<file path="config.mk">
export PLATFORM = sky130hd
export DESIGN_NAME = tmcw_ctrl
export DESIGN_NICKNAME = d
export VERILOG_FILES = /design/src/design/tmcw_pkg.sv /design/src/design/tmcw_ctrl.sv
export SDC_FILE = /design/constraint.sdc
export NUM_CORES = 1
export LEC_CHECK = 0
export BUFFER_PORTS_ARGS = -buffer_cell sky130_fd_sc_hd__buf_4
export CAP_MARGIN = 20
export CORE_AREA = 2 2 39 41
export DETAILED_ROUTE_END_ITERATION = 7
export DIE_AREA = 0 0 41 43
export GPL_TIMING_DRIVEN = 0
export PLACE_DENSITY = 0.55
export SLEW_MARGIN = 10
export SYNTH_ARGS = -nofsm -noshare
export SYNTH_HDL_FRONTEND = slang
export SYNTH_SLANG_ARGS = --single-unit
</file>
<file path="constraint.sdc">
create_clock -name clk -period 2.3 [get_ports clk]
set_input_delay 0.575 -clock clk [delete_from_list [all_inputs] [get_ports clk]]
set_output_delay 0.575 -clock clk [all_outputs]
set_load 0.005 [all_outputs]
</file>
<file path="src/design/tmcw_pkg.sv">
// Shared constants and controller/datapath interface types for the console writer
package tmcw_pkg;

    // Operation codes
    localparam logic [1:0] OP_PUT   = 2'd0;
    localparam logic [1:0] OP_WRITE = 2'd1;
    localparam logic [1:0] OP_READ  = 2'd2;

    // Character codes with special handling
    localparam logic [7:0] CH_TAB   = 8'd9;
    localparam logic [7:0] CH_LF    = 8'd10;
    localparam logic [7:0] CH_CR    = 8'd13;
    localparam logic [7:0] CH_SPACE = 8'd32;

    // Cursor register always uses an 80-column pitch
    localparam int CURSOR_PITCH = 80;
    localparam int TAB_STEP     = 4;

    localparam logic [15:0] CLEAR_CELL       = 16'h0720;
    localparam logic [7:0]  TEXT_COLOR_RESET = 8'h07;

    // Commands from controller to datapath
    typedef struct packed {
        logic load;   // latch a new item
        logic exec;   // carry out the latched item
        logic copy;   // scroll: move rows up
        logic blank;  // scroll: blank bottom row
        logic clear;  // screen clearing pass after reset
    } dp_cmd_t;

    // Status from datapath to controller
    typedef struct packed {
        logic scroll;      // executing item needs a scroll
        logic copy_last;   // last step of the row copy
        logic blank_last;  // last step of the row blank
        logic clear_last;  // last step of the clearing pass
    } dp_status_t;

endpackage

</file>
<file path="src/design/tmcw_ctrl.sv">
// Controller state machine for the console writer
module tmcw_ctrl (
    input  logic                clk,
    input  logic                rst_n,
    input  logic                start,
    input  tmcw_pkg::dp_status_t status,
    output tmcw_pkg::dp_cmd_t    cmd,
    output logic                busy,
    output logic                done
);
    import tmcw_pkg::*;

    typedef enum logic [2:0] {
        S_CLEAR,
        S_IDLE,
        S_EXEC,
        S_COPY,
        S_BLANK,
        S_DONE
    } state_t;

    state_t state_reg;
    state_t state_next;
    logic   busy_reg;
    logic   busy_next;
    logic   done_reg;
    logic   done_next;
    logic   accept;

    // Sequence the clearing pass after reset and the phases of each item
    always_comb
    begin
        accept     = start && !busy_reg;
        state_next = state_reg;
        case (state_reg)
            S_CLEAR:
            begin
                if (status.clear_last)
                    state_next = S_IDLE;
            end
            S_IDLE, S_DONE:
            begin
                state_next = accept ? S_EXEC : S_IDLE;
            end
            S_EXEC:
            begin
                state_next = status.scroll ? S_COPY : S_DONE;
            end
            S_COPY:
            begin
                if (status.copy_last)
                    state_next = S_BLANK;
            end
            S_BLANK:
            begin
                if (status.blank_last)
                    state_next = S_DONE;
            end
            default:
            begin
                state_next = S_IDLE;
            end
        endcase
        busy_next = !(state_next == S_IDLE || state_next == S_DONE);
        done_next = (state_next == S_DONE);

        cmd.load  = accept;
        cmd.exec  = (state_reg == S_EXEC);
        cmd.copy  = (state_reg == S_COPY);
        cmd.blank = (state_reg == S_BLANK);
        cmd.clear = (state_reg == S_CLEAR);
    end

    // Hold state and registered handshake outputs
    always_ff @(posedge clk or negedge rst_n)
    begin
        if (!rst_n)
        begin
            state_reg <= S_CLEAR;
            busy_reg  <= 1'b1;
            done_reg  <= 1'b0;
        end
        else
        begin
            state_reg <= state_next;
            busy_reg  <= busy_next;
            done_reg  <= done_next;
        end
    end

    assign busy = busy_reg;
    assign done = done_reg;

endmodule

</file>
==> summary.txt <==
Route
  – DRC Markers: 0
  – WL per Instance: 10.4 um
  – DR pass1 iterations: 2
  – Via count: 272
  – 1st-iter DRT viols: 3
  – Total Wirelength: 665 um
  – Via density: 4.25
  – Post-route ant nets: 0

Global route
  – Remaining Overflow, GRT: 0
  – All-Layer GR Usage: 0.0969
  – Pin count of the biggest net entering global routing: 11
  – Initial antenna violation count: 0
  – First-pass GRT wire length: 1000 um
  – Number of global-route vias before repair: 234

STA
  – Final min period: 1890 ps
  – Slew HR: 0.666
  – Max-slew violations: 0
  – Fin. Hold Viols: 0
  – FMAX: 0.529 GHz
  – Worst hold slack: 113 ps
  – Slew @ Worst Pin: 499 ps
  – Final setup violation count: 0
  – Post-route clock period utilization: 0.822
  – Setup TNS: 0 ps
  – Layout Skew: 9.56 ps
  – RSZ-0062 raised after global routing: no
  – Fin worst setup slack: 409 ps

Yosys
  – Mapped Area: 312 sq um
  – Post-synth cell types: 19
  – FF+latch count, synth: 5
  – Gate Count Post-Synth: 31
  – Syn_area_per_cell: 10.0 sq um
  – Ys Warns: 0
  – Post-synth net total: 38
  – Sequential share of the synthesized area: 0.406

Critical path
  – Reg2Reg Depth: 3
  – Worst Path Max Fanout: 8
  – CP top delay family: simple AND/OR/NAND/NOR gates
  – Worst path buffer plus inverter count: 1
  – Crit. End Element: output pin
  – Worst setup startpoint: state_reg[1]$_DFF_PN0_
  – Critical Path End: cmd[3]
  – Startpoint type of the worst setup path: flip-flop
  – Reg2reg start: state_reg[1]$_DFF_PN0_
  – Arr. time, crit path: 1320 ps
  – WS Path Type: flip-flop to output pin
  – Max stage delay on crit path: 460 ps
  – Crit-path cells: nor2b_2, nor2b_1, buf_4
  – CP Depth: 3
  – R2R Setup Slk: 900 ps
  – R2R Path End: done$_DFF_PN0_
  – Worst EP required: 1730 ps
  – CP max stage cell: dfrtp_1

Floorplanning
  – Site Rows: 14
  – Initial core utilization: 0.225
  – Core area: 1380 sq um
  – Die area: 1760 sq um
  – Number of top-level pins: 14
  – Width of the chip: 41 um
  – Chip height: 43 um

Final layout
  – Fillcell total: 148
  – Share of cells above drive strength 1: 0.479
  – Nets: 56
  – Reg area: 126 sq um
  – Multi-input gate area: 173 sq um
  – Number of flip-flops under the largest register name: 3
  – Antenna cells: 0
  – Synthesis-to-finish area growth: 46.2%

Clock network
  – PostCTS Resize Cnt: 0
  – Post-CTS setup buffers: 0
  – CTS H-tree depth: 1
  – Clk slew on worst S/H paths: 50 ps
  – Clk buf depth: 2
  – CTS tree: done
  – Insertion delay to the later sink of the worst-skew pair: 250 ps
  – Clock root buffer: clkbuf_4
  – # clock sinks: 5
  – Hold_buf cts: 0
  – CTS Buf Count: 3

Placed design
  – # port buffers: 13
  – Setup WS pre-CTS: 662 ps
  – RePlAce Congestion: 0.726
  – Post-detail-place hpwl: 492 um

Power and ir drop
  – Maximum vdd ir drop: 0.000329 V
  – Total Power: 0.000533 W
  – Leak pwr: 0.214 nW
  – Power Density: 1170 nW/um^2

Status
  – Status: completed

Min path
  – Hold Crit Class: input port to asynchronous set/reset pin

Job
  – Max cap viols: 0
[through the flow]
step                 util  cell area [sq um]  instances
floorplan               -                312         31
global placement    0.310                429         60
detailed placement  0.310                429         60
CTS                 0.329                455         64
global route        0.329                455         64
finish              0.329                455         64
[cell type report]
| type | count | share of cell area |
|---|---|---|
| multi-input combinational | 24 | 0.379 |
| buffer | 2 | 0.0275 |
| sequential | 5 | 0.277 |
| tap | 16 | 0.0440 |
| timing repair buffer | 13 | 0.214 |
| clock buffer | 4 | 0.0577 |
[cell usage in the layout (no fill, tap or decap)]
cell	count
clkbuf_1	1
nand2_1	2
dfrtp_1	4
a21o_1	1
nor3b_1	4
buf_2	1
buf_4	14
clkbuf_4	3
a2111oi_2	2
nor2b_2	1
nor3_1	1
nor2b_1	4
dfstp_2	1
o21ai_0	1
a21oi_1	1
o21ai_1	1
nand3_2	1
o21a_1	1
and2_1	2
or3_1	1
o21bai_1	1
[worst min path at each step]
stage | cells after the start | endpoint
3_5_place_dp | 1 | state_reg[1]$_DFF_PN0_
2_1_floorplan | 0 | done$_DFF_PN0_
4_1_cts | 1 | state_reg[1]$_DFF_PN0_
6_report | 1 | state_reg[1]$_DFF_PN0_
5_1_grt | 1 | state_reg[1]$_DFF_PN0_
3_3_place_gp | 1 | state_reg[1]$_DFF_PN0_
[power breakdown]
part	total (W)	internal (W)	switching, W
Clock	0.000105	0.0000658	0.0000390
Sequential	0.000175	0.000132	0.0000427
Combinational	0.000253	0.000142	0.000111
Total	0.000533	0.000340	0.000192
[routing by layer]
layer | global-route usage | vias to the layer above | routed length (um)
li1 | - | 143 | -
met1 | 0.105 | 119 | 284
met2 | 0.116 | 8 | 318
met3 | 0.0785 | 2 | 48
met4 | 0.0800 | 0 | 13
met5 | 0 | - | 0
[worst register-to-register path, cell delays in order (launching register included)]
cell	delay, ps
dfrtp_1	460
nor2b_2	320
nand3_2	120
a2111oi_2	370
[cell usage after synthesis (all sizes together)]
cell | instances | area (sq um)
nor3 | 1 | 5.00
a2111oi | 2 | 30.0
and2 | 2 | 12.5
nand3 | 1 | 10.0
nor3b | 4 | 30.0
o21a | 1 | 7.51
nand2 | 2 | 7.51
a21oi | 1 | 5.00
o21bai | 1 | 7.51
nor2b | 5 | 33.8
or3 | 1 | 6.26
buf | 2 | 12.5
o21ai | 2 | 10.0
dfstp | 1 | 26.3
a21o | 1 | 7.51
dfrtp | 4 | 100
[cell families (layout without fill, tap and decap cells)]
logic type | after synthesis | count (layout) | synth area share
buf+inv | 2 | 19 | 0.0402
flops | 5 | 5 | 0.406
simple gates | 16 | 16 | 0.337
compound gates | 8 | 8 | 0.217
Power figures use the tool's default switching activity.
